--- src/rtl/cmbc_pkg.sv ---
// ----------------------------------------------------------------------------
// cmbc_pkg
// Types and constants shared by the cover motor button controller.
// ----------------------------------------------------------------------------
`default_nettype none

package cmbc_pkg;

    localparam int unsigned THR_W     = 10;
    localparam int unsigned TICKS_W   = 16;
    localparam int unsigned POS_W     = 7;
    localparam int unsigned SPEED_W   = 10;
    localparam int unsigned VEL_W     = 11;
    localparam int unsigned CFG_IDX_W = 3;
    localparam int unsigned CFG_W     = 16;
    localparam int unsigned QUEUE_DEPTH = 2;

    localparam logic [POS_W-1:0]   MID_POSITION = 7'd50;
    localparam logic [SPEED_W-1:0] SPEED_MAX    = 10'd1000;

    typedef enum logic [1:0] {
        KIND_TICK   = 2'd0,
        KIND_CMD    = 2'd1,
        KIND_TOP    = 2'd2,
        KIND_BOTTOM = 2'd3
    } kind_t;

    typedef enum logic [1:0] {
        CMD_OPEN  = 2'd0,
        CMD_CLOSE = 2'd1,
        CMD_STOP  = 2'd2,
        CMD_NONE  = 2'd3
    } cmd_t;

    typedef enum logic [2:0] {
        PRESS_UP        = 3'd0,
        PRESS_DOWN      = 3'd1,
        PRESS_IDLE      = 3'd2,
        PRESS_UP_HELD   = 3'd3,
        PRESS_DOWN_HELD = 3'd4,
        PRESS_HELD_END  = 3'd5
    } btn_t;

    // Last-button code: up, down, none as in btn_t, plus this one.
    localparam logic [1:0] LAST_RELEASE = 2'd3;

    typedef enum logic [1:0] {
        MOT_UP      = 2'd0,
        MOT_DOWN    = 2'd1,
        MOT_STOPPED = 2'd2
    } motor_t;

    typedef enum logic [1:0] {
        EDGE_TOP    = 2'd0,
        EDGE_BOTTOM = 2'd1,
        EDGE_MIDDLE = 2'd2
    } edge_t;

    typedef enum logic [CFG_IDX_W-1:0] {
        CFG_UP_THRESHOLD     = 3'd0,
        CFG_DOWN_THRESHOLD   = 3'd1,
        CFG_LONG_PRESS_TICKS = 3'd2,
        CFG_OPEN_POSITION    = 3'd3,
        CFG_CLOSED_POSITION  = 3'd4,
        CFG_DRIVE_SPEED      = 3'd5
    } cfg_idx_t;

    typedef struct packed {
        logic [THR_W-1:0]   up_threshold;
        logic [THR_W-1:0]   down_threshold;
        logic [TICKS_W-1:0] long_press_ticks;
        logic [POS_W-1:0]   open_position;
        logic [POS_W-1:0]   closed_position;
        logic [SPEED_W-1:0] drive_speed;
    } cfg_t;

    // Classified request handed from the front end to the drive back end.
    typedef struct packed {
        kind_t kind;
        btn_t  shown;
        cmd_t  cmd;
    } act_t;

endpackage

`default_nettype wire

--- src/rtl/cmbc_queue.sv ---
// ----------------------------------------------------------------------------
// cmbc_queue
// Small register queue between the classifier and the drive back end.
// ----------------------------------------------------------------------------
`default_nettype none

module cmbc_queue #(
    parameter int unsigned DEPTH = 2
) (
    input  wire             clk,
    input  wire             rst_n,
    input  wire             push,
    input  cmbc_pkg::act_t  push_data,
    output logic            full,
    input  wire             pop,
    output logic            not_empty,
    output cmbc_pkg::act_t  pop_data
);

    localparam int unsigned PTR_W = (DEPTH > 1) ? $clog2(DEPTH) : 1;
    localparam int unsigned CNT_W = $clog2(DEPTH + 1);
    localparam logic [PTR_W-1:0] LAST_PTR = PTR_W'(DEPTH - 1);

    cmbc_pkg::act_t   mem_reg [DEPTH];
    logic [PTR_W-1:0] wr_ptr_reg, wr_ptr_next;
    logic [PTR_W-1:0] rd_ptr_reg, rd_ptr_next;
    logic [CNT_W-1:0] count_reg, count_next;

    assign full      = (count_reg == CNT_W'(DEPTH));
    assign not_empty = (count_reg != '0);
    assign pop_data  = mem_reg[rd_ptr_reg];

    always_comb
    begin
        wr_ptr_next = wr_ptr_reg;
        rd_ptr_next = rd_ptr_reg;
        count_next  = count_reg;
        if (push)
        begin
            wr_ptr_next = (wr_ptr_reg == LAST_PTR) ? '0 : wr_ptr_reg + 1'b1;
        end
        if (pop)
        begin
            rd_ptr_next = (rd_ptr_reg == LAST_PTR) ? '0 : rd_ptr_reg + 1'b1;
        end
        if (push && !pop)
        begin
            count_next = count_reg + 1'b1;
        end
        else if (pop && !push)
        begin
            count_next = count_reg - 1'b1;
        end
    end

    always_ff @(posedge clk or negedge rst_n)
    begin
        if (!rst_n)
        begin
            wr_ptr_reg <= '0;
            rd_ptr_reg <= '0;
            count_reg  <= '0;
        end
        else
        begin
            wr_ptr_reg <= wr_ptr_next;
            rd_ptr_reg <= rd_ptr_next;
            count_reg  <= count_next;
        end
    end

    always_ff @(posedge clk)
    begin
        if (push)
        begin
            mem_reg[wr_ptr_reg] <= push_data;
        end
    end

endmodule

`default_nettype wire

--- src/rtl/cmbc_front.sv ---
// ----------------------------------------------------------------------------
// cmbc_front
// Button ladder classifier and short/long press detector.
// ----------------------------------------------------------------------------
`default_nettype none

module cmbc_front #(
    parameter int unsigned HOLD_COUNT_BITS = 16
) (
    input  wire                           clk,
    input  wire                           rst_n,
    input  cmbc_pkg::cfg_t                cfg,
    input  wire                           take,
    input  cmbc_pkg::kind_t               kind,
    input  wire [cmbc_pkg::THR_W-1:0]     adc_sample,
    input  cmbc_pkg::cmd_t                command,
    output cmbc_pkg::act_t                act
);

    localparam int unsigned CMP_W =
        (HOLD_COUNT_BITS > cmbc_pkg::TICKS_W) ? HOLD_COUNT_BITS : cmbc_pkg::TICKS_W;

    logic [1:0]                 last_reg, last_next;
    logic [HOLD_COUNT_BITS-1:0] hold_reg, hold_next;
    logic                       long_reg, long_next;
    cmbc_pkg::btn_t             cls;
    cmbc_pkg::btn_t             shown;

    always_comb
    begin
        priority if (adc_sample > cfg.up_threshold)
        begin
            cls = cmbc_pkg::PRESS_UP;
        end
        else if (adc_sample > cfg.down_threshold)
        begin
            cls = cmbc_pkg::PRESS_DOWN;
        end
        else
        begin
            cls = cmbc_pkg::PRESS_IDLE;
        end
    end

    // Press detector; state moves only on tick requests.
    always_comb
    begin
        last_next = last_reg;
        hold_next = hold_reg;
        long_next = long_reg;
        shown     = cmbc_pkg::PRESS_IDLE;
        if (kind == cmbc_pkg::KIND_TICK)
        begin
            shown = cls;
            if ({1'b0, last_reg} != cls)
            begin
                last_next = cls[1:0];
                if (long_reg)
                begin
                    shown     = cmbc_pkg::PRESS_HELD_END;
                    last_next = cmbc_pkg::LAST_RELEASE;
                    long_next = 1'b0;
                end
                hold_next = '0;
            end
            else if (hold_reg != '1)
            begin
                hold_next = hold_reg + 1'b1;
            end
            if (CMP_W'(hold_next) > CMP_W'(cfg.long_press_ticks))
            begin
                if (shown == cmbc_pkg::PRESS_DOWN)
                begin
                    shown     = cmbc_pkg::PRESS_DOWN_HELD;
                    long_next = 1'b1;
                end
                else if (shown == cmbc_pkg::PRESS_UP)
                begin
                    shown     = cmbc_pkg::PRESS_UP_HELD;
                    long_next = 1'b1;
                end
            end
        end
    end

    assign act.kind  = kind;
    assign act.shown = shown;
    assign act.cmd   = command;

    always_ff @(posedge clk or negedge rst_n)
    begin
        if (!rst_n)
        begin
            last_reg <= 2'(cmbc_pkg::PRESS_IDLE);
            hold_reg <= '0;
            long_reg <= 1'b0;
        end
        else if (take)
        begin
            last_reg <= last_next;
            hold_reg <= hold_next;
            long_reg <= long_next;
        end
    end

endmodule

`default_nettype wire

--- src/rtl/cmbc_back.sv ---
// ----------------------------------------------------------------------------
// cmbc_back
// Drive state, edge latch, position reporting and the result register.
// ----------------------------------------------------------------------------
`default_nettype none

module cmbc_back (
    input  wire                  clk,
    input  wire                  rst_n,
    input  cmbc_pkg::cfg_t       cfg,
    input  wire                  act_valid,
    input  cmbc_pkg::act_t       act,
    output logic                 act_pop,
    output logic                 res_valid,
    input  wire                  res_ready,
    output logic [23:0]          res_data
);

    cmbc_pkg::motor_t             mot_reg, mot_next;
    cmbc_pkg::edge_t              edge_reg, edge_next;
    logic [cmbc_pkg::POS_W-1:0]   pos_reg, pos_next;
    logic                         valid_reg;
    logic [23:0]                  data_reg, data_next;
    logic                         rep;
    logic [cmbc_pkg::SPEED_W-1:0] speed;
    logic [cmbc_pkg::VEL_W-1:0]   vel;
    logic                         go_up, go_down, halt;

    assign act_pop   = act_valid && (!valid_reg || res_ready);
    assign res_valid = valid_reg;
    assign res_data  = data_reg;

    always_comb
    begin
        go_up   = 1'b0;
        go_down = 1'b0;
        halt    = 1'b0;
        unique case (act.kind)
            cmbc_pkg::KIND_TICK:
            begin
                go_up   = (act.shown == cmbc_pkg::PRESS_UP) &&
                          (edge_reg != cmbc_pkg::EDGE_TOP);
                go_down = (act.shown == cmbc_pkg::PRESS_DOWN) &&
                          (edge_reg != cmbc_pkg::EDGE_BOTTOM);
                halt    = (act.shown == cmbc_pkg::PRESS_HELD_END);
            end
            cmbc_pkg::KIND_CMD:
            begin
                go_up   = (act.cmd == cmbc_pkg::CMD_OPEN);
                go_down = (act.cmd == cmbc_pkg::CMD_CLOSE);
                halt    = (act.cmd == cmbc_pkg::CMD_STOP);
            end
            default:
            begin
            end
        endcase
    end

    always_comb
    begin
        mot_next  = mot_reg;
        edge_next = edge_reg;
        pos_next  = pos_reg;
        rep       = 1'b0;
        if (act.kind == cmbc_pkg::KIND_TOP)
        begin
            if (mot_reg == cmbc_pkg::MOT_UP)
            begin
                mot_next = cmbc_pkg::MOT_STOPPED;
            end
            edge_next = cmbc_pkg::EDGE_TOP;
            pos_next  = cfg.open_position;
            rep       = 1'b1;
        end
        else if (act.kind == cmbc_pkg::KIND_BOTTOM)
        begin
            if (mot_reg == cmbc_pkg::MOT_DOWN)
            begin
                mot_next = cmbc_pkg::MOT_STOPPED;
            end
            edge_next = cmbc_pkg::EDGE_BOTTOM;
            pos_next  = cfg.closed_position;
            rep       = 1'b1;
        end
        else
        begin
            if (go_up)
            begin
                if (edge_reg == cmbc_pkg::EDGE_BOTTOM)
                begin
                    edge_next = cmbc_pkg::EDGE_MIDDLE;
                end
                mot_next = cmbc_pkg::MOT_UP;
            end
            else if (go_down)
            begin
                if (edge_reg == cmbc_pkg::EDGE_TOP)
                begin
                    edge_next = cmbc_pkg::EDGE_MIDDLE;
                end
                mot_next = cmbc_pkg::MOT_DOWN;
            end
            else if (halt)
            begin
                mot_next = cmbc_pkg::MOT_STOPPED;
            end
            // Any running drive publishes mid once.
            if (mot_next != cmbc_pkg::MOT_STOPPED && pos_reg != cmbc_pkg::MID_POSITION)
            begin
                pos_next = cmbc_pkg::MID_POSITION;
                rep      = 1'b1;
            end
        end
    end

    always_comb
    begin
        speed = (cfg.drive_speed > cmbc_pkg::SPEED_MAX) ? cmbc_pkg::SPEED_MAX
                                                        : cfg.drive_speed;
        unique case (mot_next)
            cmbc_pkg::MOT_UP:   vel = -{1'b0, speed};
            cmbc_pkg::MOT_DOWN: vel = {1'b0, speed};
            default:            vel = '0;
        endcase
        data_next = {edge_next, act.shown, pos_next, rep, vel};
    end

    always_ff @(posedge clk or negedge rst_n)
    begin
        if (!rst_n)
        begin
            mot_reg   <= cmbc_pkg::MOT_STOPPED;
            edge_reg  <= cmbc_pkg::EDGE_TOP;
            pos_reg   <= cmbc_pkg::MID_POSITION;
            valid_reg <= 1'b0;
        end
        else
        begin
            if (act_pop)
            begin
                mot_reg   <= mot_next;
                edge_reg  <= edge_next;
                pos_reg   <= pos_next;
                valid_reg <= 1'b1;
            end
            else if (res_ready)
            begin
                valid_reg <= 1'b0;
            end
        end
    end

    always_ff @(posedge clk)
    begin
        if (act_pop)
        begin
            data_reg <= data_next;
        end
    end

endmodule

`default_nettype wire

--- src/rtl/cover_motor_button_controller.sv ---
// ----------------------------------------------------------------------------
// cover_motor_button_controller
// Window-cover drive controller: button ladder, remote commands, reed edges.
// ----------------------------------------------------------------------------
//
//  channel | dir | handshake          | payload
//  --------+-----+--------------------+------------------------------------
//  s_*     | in  | s_tvalid/s_tready  | tuser: mode; tdata: sample, command
//  m_*     | out | m_tvalid/m_tready  | tdata: velocity, report, pos, class, edge
//  cfg_*   | in  | cfg_we             | cfg_index selects, cfg_data value
//
//  One request in, one result out; a new request is taken every cycle while the queue has room.
//  A taken request is written into the queue; the back end then loads its result
//  into the result register, from which the result is offered.
//  The back end pops the queue whenever its result register is empty or drained,
//  so a stalled m_tready only fills the two-entry queue before s_tready drops.
//  Reset (rst_n low, async) loads the register defaults, stops the drive,
//  latches the top edge and sets the position to mid.
//
`default_nettype none

module cover_motor_button_controller #(
    parameter int unsigned HOLD_COUNT_BITS = 16
) (
    input  wire                               clk,
    input  wire                               rst_n,
    // request channel
    input  wire                               s_tvalid,
    output logic                              s_tready,
    input  wire  [15:0]                       s_tdata,  // [9:0] adc_sample, [11:10] command
    input  wire  [1:0]                        s_tuser,  // [1:0] mode
    // result channel
    output logic                              m_tvalid,
    input  wire                               m_tready,
    output logic [23:0]                       m_tdata,  // [10:0] motor_velocity,
                                                        // [11] position_report_valid,
                                                        // [18:12] position_value,
                                                        // [21:19] button_class,
                                                        // [23:22] edge_state
    // configuration write port
    input  wire                               cfg_we,
    input  wire  [cmbc_pkg::CFG_IDX_W-1:0]    cfg_index,
    input  wire  [cmbc_pkg::CFG_W-1:0]        cfg_data
);

    cmbc_pkg::cfg_t cfg_reg;
    cmbc_pkg::act_t front_act;
    cmbc_pkg::act_t queue_act;
    logic           take;
    logic           queue_full;
    logic           queue_valid;
    logic           queue_pop;

    // Configuration registers; writes past the list are dropped.
    always_ff @(posedge clk or negedge rst_n)
    begin
        if (!rst_n)
        begin
            cfg_reg.up_threshold     <= 10'd700;
            cfg_reg.down_threshold   <= 10'd300;
            cfg_reg.long_press_ticks <= 16'd500;
            cfg_reg.open_position    <= 7'd100;
            cfg_reg.closed_position  <= 7'd0;
            cfg_reg.drive_speed      <= 10'd500;
        end
        else if (cfg_we)
        begin
            unique case (cmbc_pkg::cfg_idx_t'(cfg_index))
                cmbc_pkg::CFG_UP_THRESHOLD:
                    cfg_reg.up_threshold <= cfg_data[cmbc_pkg::THR_W-1:0];
                cmbc_pkg::CFG_DOWN_THRESHOLD:
                    cfg_reg.down_threshold <= cfg_data[cmbc_pkg::THR_W-1:0];
                cmbc_pkg::CFG_LONG_PRESS_TICKS:
                    cfg_reg.long_press_ticks <= cfg_data[cmbc_pkg::TICKS_W-1:0];
                cmbc_pkg::CFG_OPEN_POSITION:
                    cfg_reg.open_position <= cfg_data[cmbc_pkg::POS_W-1:0];
                cmbc_pkg::CFG_CLOSED_POSITION:
                    cfg_reg.closed_position <= cfg_data[cmbc_pkg::POS_W-1:0];
                cmbc_pkg::CFG_DRIVE_SPEED:
                    cfg_reg.drive_speed <= cfg_data[cmbc_pkg::SPEED_W-1:0];
                default:
                begin
                end
            endcase
        end
    end

    // A request is taken whenever the queue has room.
    assign s_tready = !queue_full;
    assign take     = s_tvalid && !queue_full;

    cmbc_front #(
        .HOLD_COUNT_BITS (HOLD_COUNT_BITS)
    ) u_front (
        .clk        (clk),
        .rst_n      (rst_n),
        .cfg        (cfg_reg),
        .take       (take),
        .kind       (cmbc_pkg::kind_t'(s_tuser)),
        .adc_sample (s_tdata[9:0]),
        .command    (cmbc_pkg::cmd_t'(s_tdata[11:10])),
        .act        (front_act)
    );

    cmbc_queue #(
        .DEPTH (cmbc_pkg::QUEUE_DEPTH)
    ) u_queue (
        .clk       (clk),
        .rst_n     (rst_n),
        .push      (take),
        .push_data (front_act),
        .full      (queue_full),
        .pop       (queue_pop),
        .not_empty (queue_valid),
        .pop_data  (queue_act)
    );

    cmbc_back u_back (
        .clk       (clk),
        .rst_n     (rst_n),
        .cfg       (cfg_reg),
        .act_valid (queue_valid),
        .act       (queue_act),
        .act_pop   (queue_pop),
        .res_valid (m_tvalid),
        .res_ready (m_tready),
        .res_data  (m_tdata)
    );

endmodule

`default_nettype wire

--- config.mk ---
export PLATFORM = sky130hd
export DESIGN_NAME = cover_motor_button_controller
export DESIGN_NICKNAME = d
export VERILOG_FILES = /design/src/rtl/cmbc_pkg.sv /design/src/rtl/cmbc_queue.sv /design/src/rtl/cmbc_front.sv /design/src/rtl/cmbc_back.sv /design/src/rtl/cover_motor_button_controller.sv
export SDC_FILE = /design/constraint.sdc
export NUM_CORES = 1
export LEC_CHECK = 0
export BUFFER_PORTS_ARGS = -buffer_cell sky130_fd_sc_hd__buf_4
export CORE_MARGIN = 5
export CORE_UTILIZATION = 44
export CTS_BUF_LIST = sky130_fd_sc_hd__clkbuf_8 sky130_fd_sc_hd__clkbuf_16
export DETAILED_ROUTE_END_ITERATION = 7
export GPL_ROUTABILITY_DRIVEN = 0
export PLACE_DENSITY_LB_ADDON = 0.25
export REMOVE_ABC_BUFFERS = 1
export SYNTH_ARGS = -nofsm -noshare
export SYNTH_HDL_FRONTEND = slang
export SYNTH_SLANG_ARGS = --single-unit
--- constraint.sdc ---
create_clock -name clk -period 4.1 [get_ports clk]
set_input_delay 0.41 -clock clk [delete_from_list [all_inputs] [get_ports clk]]
set_output_delay 0.41 -clock clk [all_outputs]
set_load 0.005 [all_outputs]
* After elaboration in Yosys (flattened, before gate mapping)
Memories as Yosys holds them, arrays and structs flattened.
Cells that the tools add are included.
** Operators by class
- Add/subtract/negate cells :: 6
- Multiply operators :: 0
- Divide/modulo/power cells :: 0
- $lt $le $gt $ge :: 4
- Equality and inequality tests :: 22
- Shift operators :: 0
- Multiplexer cells :: 49
- Bitwise logic cells :: 0
- Reduce and logical (&&, ||, !) cells :: 34
** Operators by type and width (count)
- $mux W16 :: 3
- $mux W2 :: 20
- $pmux W11 S2 :: 1
- $mux W3 :: 7
- $mux W7 :: 3
- $gt A10 B10 Y1 :: 2
- $add A16 B1 Y16 const B :: 1
- $gt A16 B16 Y1 :: 1
- $ne A16 B16 Y1 const B :: 1
- $reduce_and A2 Y1 :: 7
- $logic_not A2 Y1 :: 6
- $mux W1 :: 11
- $neg A10 Y11 :: 1
- $eq A2 B1 Y1 const B :: 5
- $gt A10 B10 Y1 const B :: 1
- $mux W10 :: 1
- $eq A3 B1 Y1 const B :: 3
- $eq A3 B3 Y1 const B :: 3
- $logic_not A3 Y1 :: 3
- $eq A2 B2 Y1 const B :: 4
- $reduce_bool A2 Y1 :: 4
- $logic_and A1 B1 Y1 :: 7
- $ne A7 B6 Y1 const B :: 1
- $eq A3 B2 Y1 const B :: 2
- 11 further kinds :: 17
** Storage, ports and cells
- Flip-flop bits (word level) :: 119
- Bits in latches :: 0
- Bits in writable memories :: 14
- Bits in read-only memories :: 0
- Bits of input ports :: 42
- Output and inout bits :: 26
- Word-level logic and storage cells :: 134
- Memories :: 1
** Memory list
- u_queue.mem_reg :: depth 2, width 7, rd ports 1, clocked after memory_dff 0, wr ports 1, line cmbc_queue.sv:24 : cmbc_pkg::act_t mem_reg [DEPTH];

* Longest topological paths before layout
Gate-level depths: netlist (run 1).
An unclocked memory read counts as a cell.
- Depth after elaboration :: 13
- Depth in mapped cells :: 18
- Gate-level depth less buffers :: 16

* Modules after synthesis
From an unflattened synthesis (run 1), not the netlist that was laid out.
** Unflattened totals
- Cell total of the unflattened synthesis :: 643
- Area, all modules :: 7382.1 µm²
** Modules (own cells, without submodules)
- cmbc_front :: times used 1, cells each 298, area an instance 2391.0 µm², seq. area each 476.7 µm²
- cover_motor_button_controller :: times used 1, cells each 134, area an instance 2368.5 µm², seq. area each 1532.7 µm²
- cmbc_back :: times used 1, cells each 173, area an instance 1898.1 µm², seq. area each 1026.0 µm²
- cmbc_queue :: times used 1, cells each 38, area an instance 724.4 µm², seq. area each 520.5 µm²

* Least setup slack after synthesis (run 1)
No wires, ideal clock.
- Path kind :: register -> register
- Start :: register cfg_reg[53] in the netlist's numbering
- End :: memory u_queue.mem_reg[0][3] in the netlist's numbering (data pin)
- Library setup time :: 0.263 ns
- Arrival :: 3.751 ns
- Data required time :: 3.837 ns
- Path slack :: 0.086 ns
- Stages on the path, launching flop included :: 19
- Path buffers :: 2
- Clock period less this slack :: 4.014 ns
- Cell sequence :: dfstp_2 inv_1 ha_1 a21oi_2 o21ai_2 a2111oi_2 nor4_1 a311oi_4 buf_6 buf_4 nor2_1 ha_1 a21o_1 nand3_1 a21oi_1 a211oi_1 a21oi_1 a21o_1 a211o_1
** RTL lines
- start: declaration :: line cover_motor_button_controller.sv:46 : cmbc_pkg::cfg_t cfg_reg;
- end: declaration :: line cmbc_queue.sv:24

==> results by group, run 1 <==
Outcome
  • Outcome: complete, no violations

Floorplanning
  • Core ar.: 15890 um2
  • Initial core utilization: 44.81%
  • Chip width: 137.2 um
  • Die Area: 18820 um2
  • Number of top-level pins: 68
  • Die height: 137.2 um
  • Row cnt: 46

Logic synthesis
  • Post-synthesis sequential area ratio: 49.96%
  • Gate Count Post-Synth: 680
  • Post-synth cell types: 63
  • Synth area leader: dfrtp_1
  • Mapped cell area: 7118 um2
  • Ranking of synthesized cells by area: dfrtp_1, edfxtp_1, dfstp_2
  • Warnings from Yosys: 0
  • Top-count cell post-synth: nand2_1
  • Synthesized area per cell: 10.47 um2
  • Top cells by count, synth: nand2_1, dfrtp_1, nor2_1, o21ai_0, inv_1
  • Synth async-reset ratio: 71.43%
  • Area share of the largest cell type after synthesis: 22.85%
  • Top FF cell, synth: dfrtp_1
  • Post-synth EDFFs: 38
  • #FFs+latches synth: 133

Critical path
  • Critical Path AT: 4.20 ns
  • Crit Path Class: register to register
  • Worst Setup Start Kind: register
  • Crit. End Element: register
  • CP max FO: 5
  • Worst EP required: 4.26 ns

Pwr
  • Internal power: 3.811 mW
  • Peak VDD IR: 0.3269 mV
  • Switching power: 1.870 mW
  • Net Sw Frac: 32.92%
  • Flop pwr share: 37.1%
  • Combinational Power Share: 35.2%
  • Static Leak: 3.715 nW
  • Pwr Density: 636.0 nW/um2
  • Clock share of power: 27.7%

Clock network
  • Reg clk slew, reported paths: 0.06 ns
  • Clock Latency Late Sink: 0.42 ns
  • Post-CTS Hold Fix Bufs: 0
  • Clk root buf: clkbuf_16
  • H-tree levels: 4
  • CTS tree: yes
  • Clk buf depth: 2
  • CTS Buf Count: 17
  • # clock sinks: 133

Timing
  • Layout Skew: 0.005853 ns
  • Slew @ Worst Pin: 1.105 ns
  • Final Hold Viols: 0
  • Min cycle time layout: 4.042 ns
  • Final Max Tran Viols: 0
  • Setup_tns: 0 ns
  • RSZ-0062 raised after global routing: yes
  • Crit share post-route: 98.58%
  • # setup viols final: 0
  • Max_slew headroom: 25.77%
  • Max Fclk: 247.4 MHz

Detailed routing
  • DRT iter0 DRCs: 269
  • DR DRC count: 0
  • Final WL: 16.28 mm
  • DR vias: 5409
  • Wire per inst: 16.28 um
  • Number of antenna-violating nets in the routed design: 0
  • DRT Pass-1 Iters: 4
  • Via density: 5.409

Global routing
  • Largest net degree at the start of global routing: 77
  • Vias in the first global route: 5577
  • First-pass GRT wire length: 27.23 mm
  • Total global-route track usage: 18.45%
  • Initial antenna violation count: 0
  • GR Overflow Total: 0

Cells and area
  • Number of nets in the layout: 852
  • P&R area growth vs syn: 25.49%
  • ANT cells: 0
  • Largest register FFs: 60
  • Layout cell share with drive strength beyond 1: 32.65%
  • Cell Count, Final, Fillers Out: 1000

Place
  • DP HPWL: 11.38 mm
  • IO Port Bufs: 63
  • Placed Cells: 957

Hold path
  • Hold crit path type: primary input to async pin

Run
  • Max_cap viols: 0
critical path: stages (launching register included):
cell and delay [ns]:
dfstp_2 0.53, inv_2 0.05, ha_4 0.27, nand4_1 0.12, a211oi_2 0.35, a2111oi_4 0.09
o22a_2 0.26, a311oi_4 0.26, buf_6 0.19, buf_6 0.12, buf_6 0.09, nor2_2 0.03
ha_1 0.27, nand4_1 0.21, nor2_1 0.21, o31ai_2 0.09, a21oi_2 0.24, mux2i_2 0.28
a211oi_2 0.11
cell families (layout without fill, tap and decap cells):
kind of cell | after synthesis | after routing | synth area share, %
and+or+nand+nor | 225 | 225 | 15.26
AOI/OAI and AO/OA | 153 | 153 | 14.80
DFF | 133 | 133 | 49.96
buffers and inverters | 65 | 169 | 3.832
adders and majority gates | 39 | 39 | 6.855
muxes | 38 | 38 | 5.976
xor gates and xnor gates | 27 | 27 | 3.322
power groups by stage:
stage	Sequential (mW)	Clock (mW)	Combinational [mW]
final	2.11	1.57	2.00
after global placement	2.10	0	1.73
after floorplan	2.10	0	1.11
after global routing	2.16	1.68	2.22
after CTS	2.11	1.60	2.03
after detailed placement	2.13	0	1.80
cell type report:
type	instances	area [um2]
Sequential cell	133	3556
Timing Repair Buffer	94	728.2
Clock buffer	18	439.2
Clock inverter	14	173.9
Tap cell	216	270.3
Fill cell	1364	6953
Inverter	43	161.4
Multi-Input combinational cell	482	3603
path summary, 6_finish.rpt:
kind / startpoint / end / slack [ns] / depth (start not counted)
min in group clk: s_tdata[10] / u_queue.mem_reg[1][0]$_DFFE_PP_ / 0.18 / 1
min: rst_n / cfg_reg[58]$_DFFE_PN0P_ / 0.15 / 1
max: cfg_reg[55]$_DFFE_PN1P_ / u_queue.mem_reg[0][2]$_DFFE_PP_ / 0.06 / 18
max in group asynchronous: rst_n / cfg_reg[26]$_DFFE_PN1P_ / 3.04 / 2
min reg2reg: u_back.mot_reg[1]$_DFFE_PN1P_ / u_back.mot_reg[1]$_DFFE_PN1P_ / 0.49 / 2
max reg2reg: cfg_reg[55]$_DFFE_PN1P_ / u_queue.mem_reg[0][2]$_DFFE_PP_ / 0.06 / 18
layer usage:
| layer | vias up | wire, um | track usage (%) | part of all wire (%) |
|---|---|---|---|---|
| met4 | 0 | 340 | 6.984 | 2.1 |
| li1 | 2620 | - | - | - |
| met1 | 2662 | 6936 | 22.38 | 43 |
| met3 | 24 | 601 | 3.835 | 3.7 |
| met2 | 103 | 8403 | 32.26 | 52 |
| met5 | - | 0 | 0 | 0 |
through the flow:
stage / hold WS, ns / setup slack [ns] / power, mW / util [%] / area (um2)
final: 0.1521 / 0.05832 / 5.681 / 56.23 / 8932
after detailed placement: 0.4796 / -0.2045 / 3.928 / 49.94 / 7934
after global placement: 0.4747 / -0.1293 / 3.835 / 49.94 / 7934
after CTS: 0.1611 / -0.01428 / 5.739 / 55.96 / 8890
after global routing: 0.1555 / -0.1206 / 6.048 / 56.23 / 8932
after floorplan: 0.1144 / -0.02523 / 3.205 / - / 7007
cells in the final DEF (no fill, tap or decap), drive strengths merged, types with 9 or more instances in the layout:
cell type / count
buf: 94
nand2: 84
dfrtp: 65
o21ai: 54
nor2: 52
inv: 48
ha: 39
edfxtp: 38
a21oi: 35
mux2: 33
dfstp: 30
clkbuf: 18
nand3: 16
xor2: 16
xnor2: 11
nor3: 11
nand4: 10
and3: 9
a211oi: 9
what timing repair did:
action / CTS / global route
hold endpoints to repair: 0 / 0
setup endpoints to repair: 6 / 6
resized for setup: 42 / 13
buffers inserted: 8 / 4
pin swaps: 18 / 17
gates cloned: 1 / 0
No activity file was read; power rests on OpenSTA's default activity.
==> run 2, diff against run 1 <==
--- a/config.mk
+++ b/config.mk
@@ -11,7 +11,7 @@
 export CTS_BUF_LIST = sky130_fd_sc_hd__clkbuf_8 sky130_fd_sc_hd__clkbuf_16
 export DETAILED_ROUTE_END_ITERATION = 7
 export GPL_ROUTABILITY_DRIVEN = 0
-export PLACE_DENSITY_LB_ADDON = 0.25
+export PLACE_DENSITY = 0.67
 export REMOVE_ABC_BUFFERS = 1
 export SYNTH_ARGS = -nofsm -noshare
 export SYNTH_HDL_FRONTEND = slang
==> results by group, run 2 (synthesized netlist as in run 1, its figures left out) <==
Place
  • IO Port Bufs: 63 (unchanged)
  • Setup WS pre-CTS: -0.1727 ns (+0.03178 ns)
  • DP HPWL: 11.26 mm (-0.99%)

Global routing
  • Largest net degree at the start of global routing: 63 (-18%)
  • First-pass GRT wire length: 26.01 mm (-4.5%)
  • Initial antenna violation count: 0 (unchanged)
  • Total global-route track usage: 17.53% (-0.92 points)
  • GR Overflow Total: 0 (unchanged)
  • Vias in the first global route: 5453 (-2.2%)

Clock network
  • Reg clk slew, reported paths: 0.06 ns (about the same)
  • CTS Buf Count: 17 (unchanged)
  • CTS tree: yes
  • Clk root buf: clkbuf_16
  • Clk buf depth: 2 (unchanged)
  • # clock sinks: 133 (unchanged)
  • Post-CTS Hold Fix Bufs: 0 (unchanged)
  • Clock Latency Late Sink: 0.42 ns (about the same)
  • H-tree levels: 4 (unchanged)

Timing
  • # setup viols final: 0 (unchanged)
  • Layout Skew: 0.009698 ns (+0.003845 ns)
  • Crit share post-route: 99.47% (+0.90 points)
  • Min cycle time layout: 4.078 ns (+0.03678 ns)
  • Slew @ Worst Pin: 1.125 ns (+0.01971 ns)
  • Final worst slack: 0.02154 ns (-0.03678 ns)
  • Final Max Tran Viols: 0 (unchanged)
  • RSZ-0062 raised after global routing: yes
  • Final Hold Viols: 0 (unchanged)
  • Max Fclk: 245.2 MHz (-0.90%)
  • Max_slew headroom: 24.44% (-1.3 points)

Detailed routing
  • DRT Pass-1 Iters: 4 (unchanged)
  • DR vias: 5407 (-0.037%)
  • Wire per inst: 15.68 um (-3.7%)
  • Number of antenna-violating nets in the routed design: 0 (unchanged)
  • DR DRC count: 0 (unchanged)
  • Via density: 5.412 (about the same)
  • Final WL: 15.67 mm (-3.8%)
  • DRT iter0 DRCs: 311 (+16%)

Critical path
  • Highest cell delay on the worst timing path: 0.53 ns (about the same)
  • CP max FO: 7 (+2)
  • Crit. End Element: register
  • Worst Setup Start Kind: register
  • Worst EP required: 4.27 ns (about the same)
  • Critical Path AT: 4.24 ns (+0.04 ns)
  • Slowest cell on crit path: dfstp_2
  • Crit Path Class: register to register
  • Crit path depth: 18 (unchanged)
  • Cells along the critical path: inv_2 > ha_4 > nand4_1 > a211oi_2 > a2111o_1 > a2111oi_4 > a311oi_4 > buf_12 > buf_12 > a21oi_2 > ha_1 > nor2b_1 > o211ai_1 > a21oi_1 > o31ai_2 > a21oi_2 > a21o_1 > a211o_1
  • Worst reg2reg path depth: 18 (unchanged)
  • Critical path's top delay family: compound AO/OA/AOI/OAI gates
  • Crit path buffers/inverters: 3 (-1)

Pwr
  • Pwr Density: 633.0 nW/um2 (-0.46%)
  • Total power: 5.592 mW (-1.6%)
  • Peak VDD IR: 0.3638 mV (+11%)
  • Static Leak: 3.706 nW (-0.25%)

Run
  • Max_cap viols: 0 (unchanged)

Floorplanning
  • Die height: 137.2 um (unchanged)
  • Chip width: 137.2 um (unchanged)
  • Initial core utilization: 44.81% (unchanged)
  • Row cnt: 46 (unchanged)
  • Die Area: 18820 um2 (unchanged)
  • Core ar.: 15890 um2 (unchanged)
  • Number of top-level pins: 68 (unchanged)

Cells and area
  • Number of nets in the layout: 851 (-0.12%)
  • Most frequent cells in the layout: buf_4, nand2_1, dfrtp_1, nor2_1, o21ai_0
  • ANT cells: 0 (unchanged)
  • Commonest non-fill, non-tap cell in the layout: buf_4
  • Largest register FFs: 60 (unchanged)
  • P&R area growth vs syn: 24.10%
  • Layout cell share with drive strength beyond 1: 30.91% (-1.7 points)

Outcome
  • Outcome: complete, no violations

Hold path
  • Hold crit path type: primary input to async pin
[run 2: changes by cell type in the layout (fill, tap and decap cells not counted), moves of 2 or more]
cell / before / now
a21oi_1: 27 / 29
ha_1: 28 / 30
buf_12: 0 / 2
nor2_2: 5 / 2
buf_6: 6 / 0
clkinv_4: 1 / 3
buf_4: 88 / 91
ha_4: 11 / 9
nor2_1: 47 / 50
a31oi_4: 2 / 0
a31oi_1: 2 / 4
[run 2: area by class of cell]
| cell class | instances | area [um2] |
|---|---|---|
| flip-flops and latches | 133 | 3556 |
| inverters | 43 | 161.4 |
| repair buffers | 93 | 723.2 |
| clock buffers | 18 | 439.2 |
| fillers | 1347 | 7052 |
| clock inverters | 14 | 172.7 |
| multi-input cells | 482 | 3511 |
| well taps | 216 | 270.3 |
[run 2: where the power goes]
part | switching, mW | leakage (nW) | internal (mW)
Sequential | 0.233 | 1.50 | 1.88
Clock | 0.585 | 0.299 | 0.977
Combinational | 0.993 | 1.91 | 0.919
Total | 1.81 | 3.71 | 3.78
[run 2: per-layer routing]
layer | GRT usage [%] | vias to the layer above | routed length [um]
li1 | - | 2619 | -
met1 | 21.42 | 2636 | 6574
met2 | 30.08 | 130 | 8078
met3 | 3.944 | 22 | 786
met4 | 6.984 | 0 | 227
met5 | 0 | - | 0
[run 2: through the flow]
stage	std cells	TNS, ns	hold slack (ns)	area (um2)	util, %
finish	999	0	0.07748	8833	55.61
global route	999	-0.5652	0.1613	8833	55.61
CTS	997	-0.03164	0.1216	8730	54.95
detailed placement	958	-0.7920	0.4844	7954	50.07
global placement	958	-0.3066	0.4733	7954	50.07
floorplan	658	-0.05045	0.1144	7007	-
[run 2: repair_timing]
action                     4_1_cts  5_1_grt
hold endpoints to repair         0        0
gates resized for setup         18       15
buffers inserted                 7        2
pin swaps                       20       26
setup endpoints to repair        6        6
[run 2: final timing paths]
check	startpoint	to	slack (ns)
max	cfg_reg[55]$_DFFE_PN1P_	u_queue.mem_reg[1][3]$_DFFE_PP_	0.02
min	rst_n	u_front.hold_reg[13]$_DFFE_PN0P_	0.08
max reg2reg	cfg_reg[55]$_DFFE_PN1P_	u_queue.mem_reg[1][3]$_DFFE_PP_	0.02
min reg2reg	u_queue.wr_ptr_reg$_DFFE_PN0P_	u_queue.wr_ptr_reg$_DFFE_PN0P_	0.49
max in group asynchronous	rst_n	cfg_reg[22]$_DFFE_PN1P_	3.00
min in group clk	s_tdata[11]	u_queue.mem_reg[1][1]$_DFFE_PP_	0.18
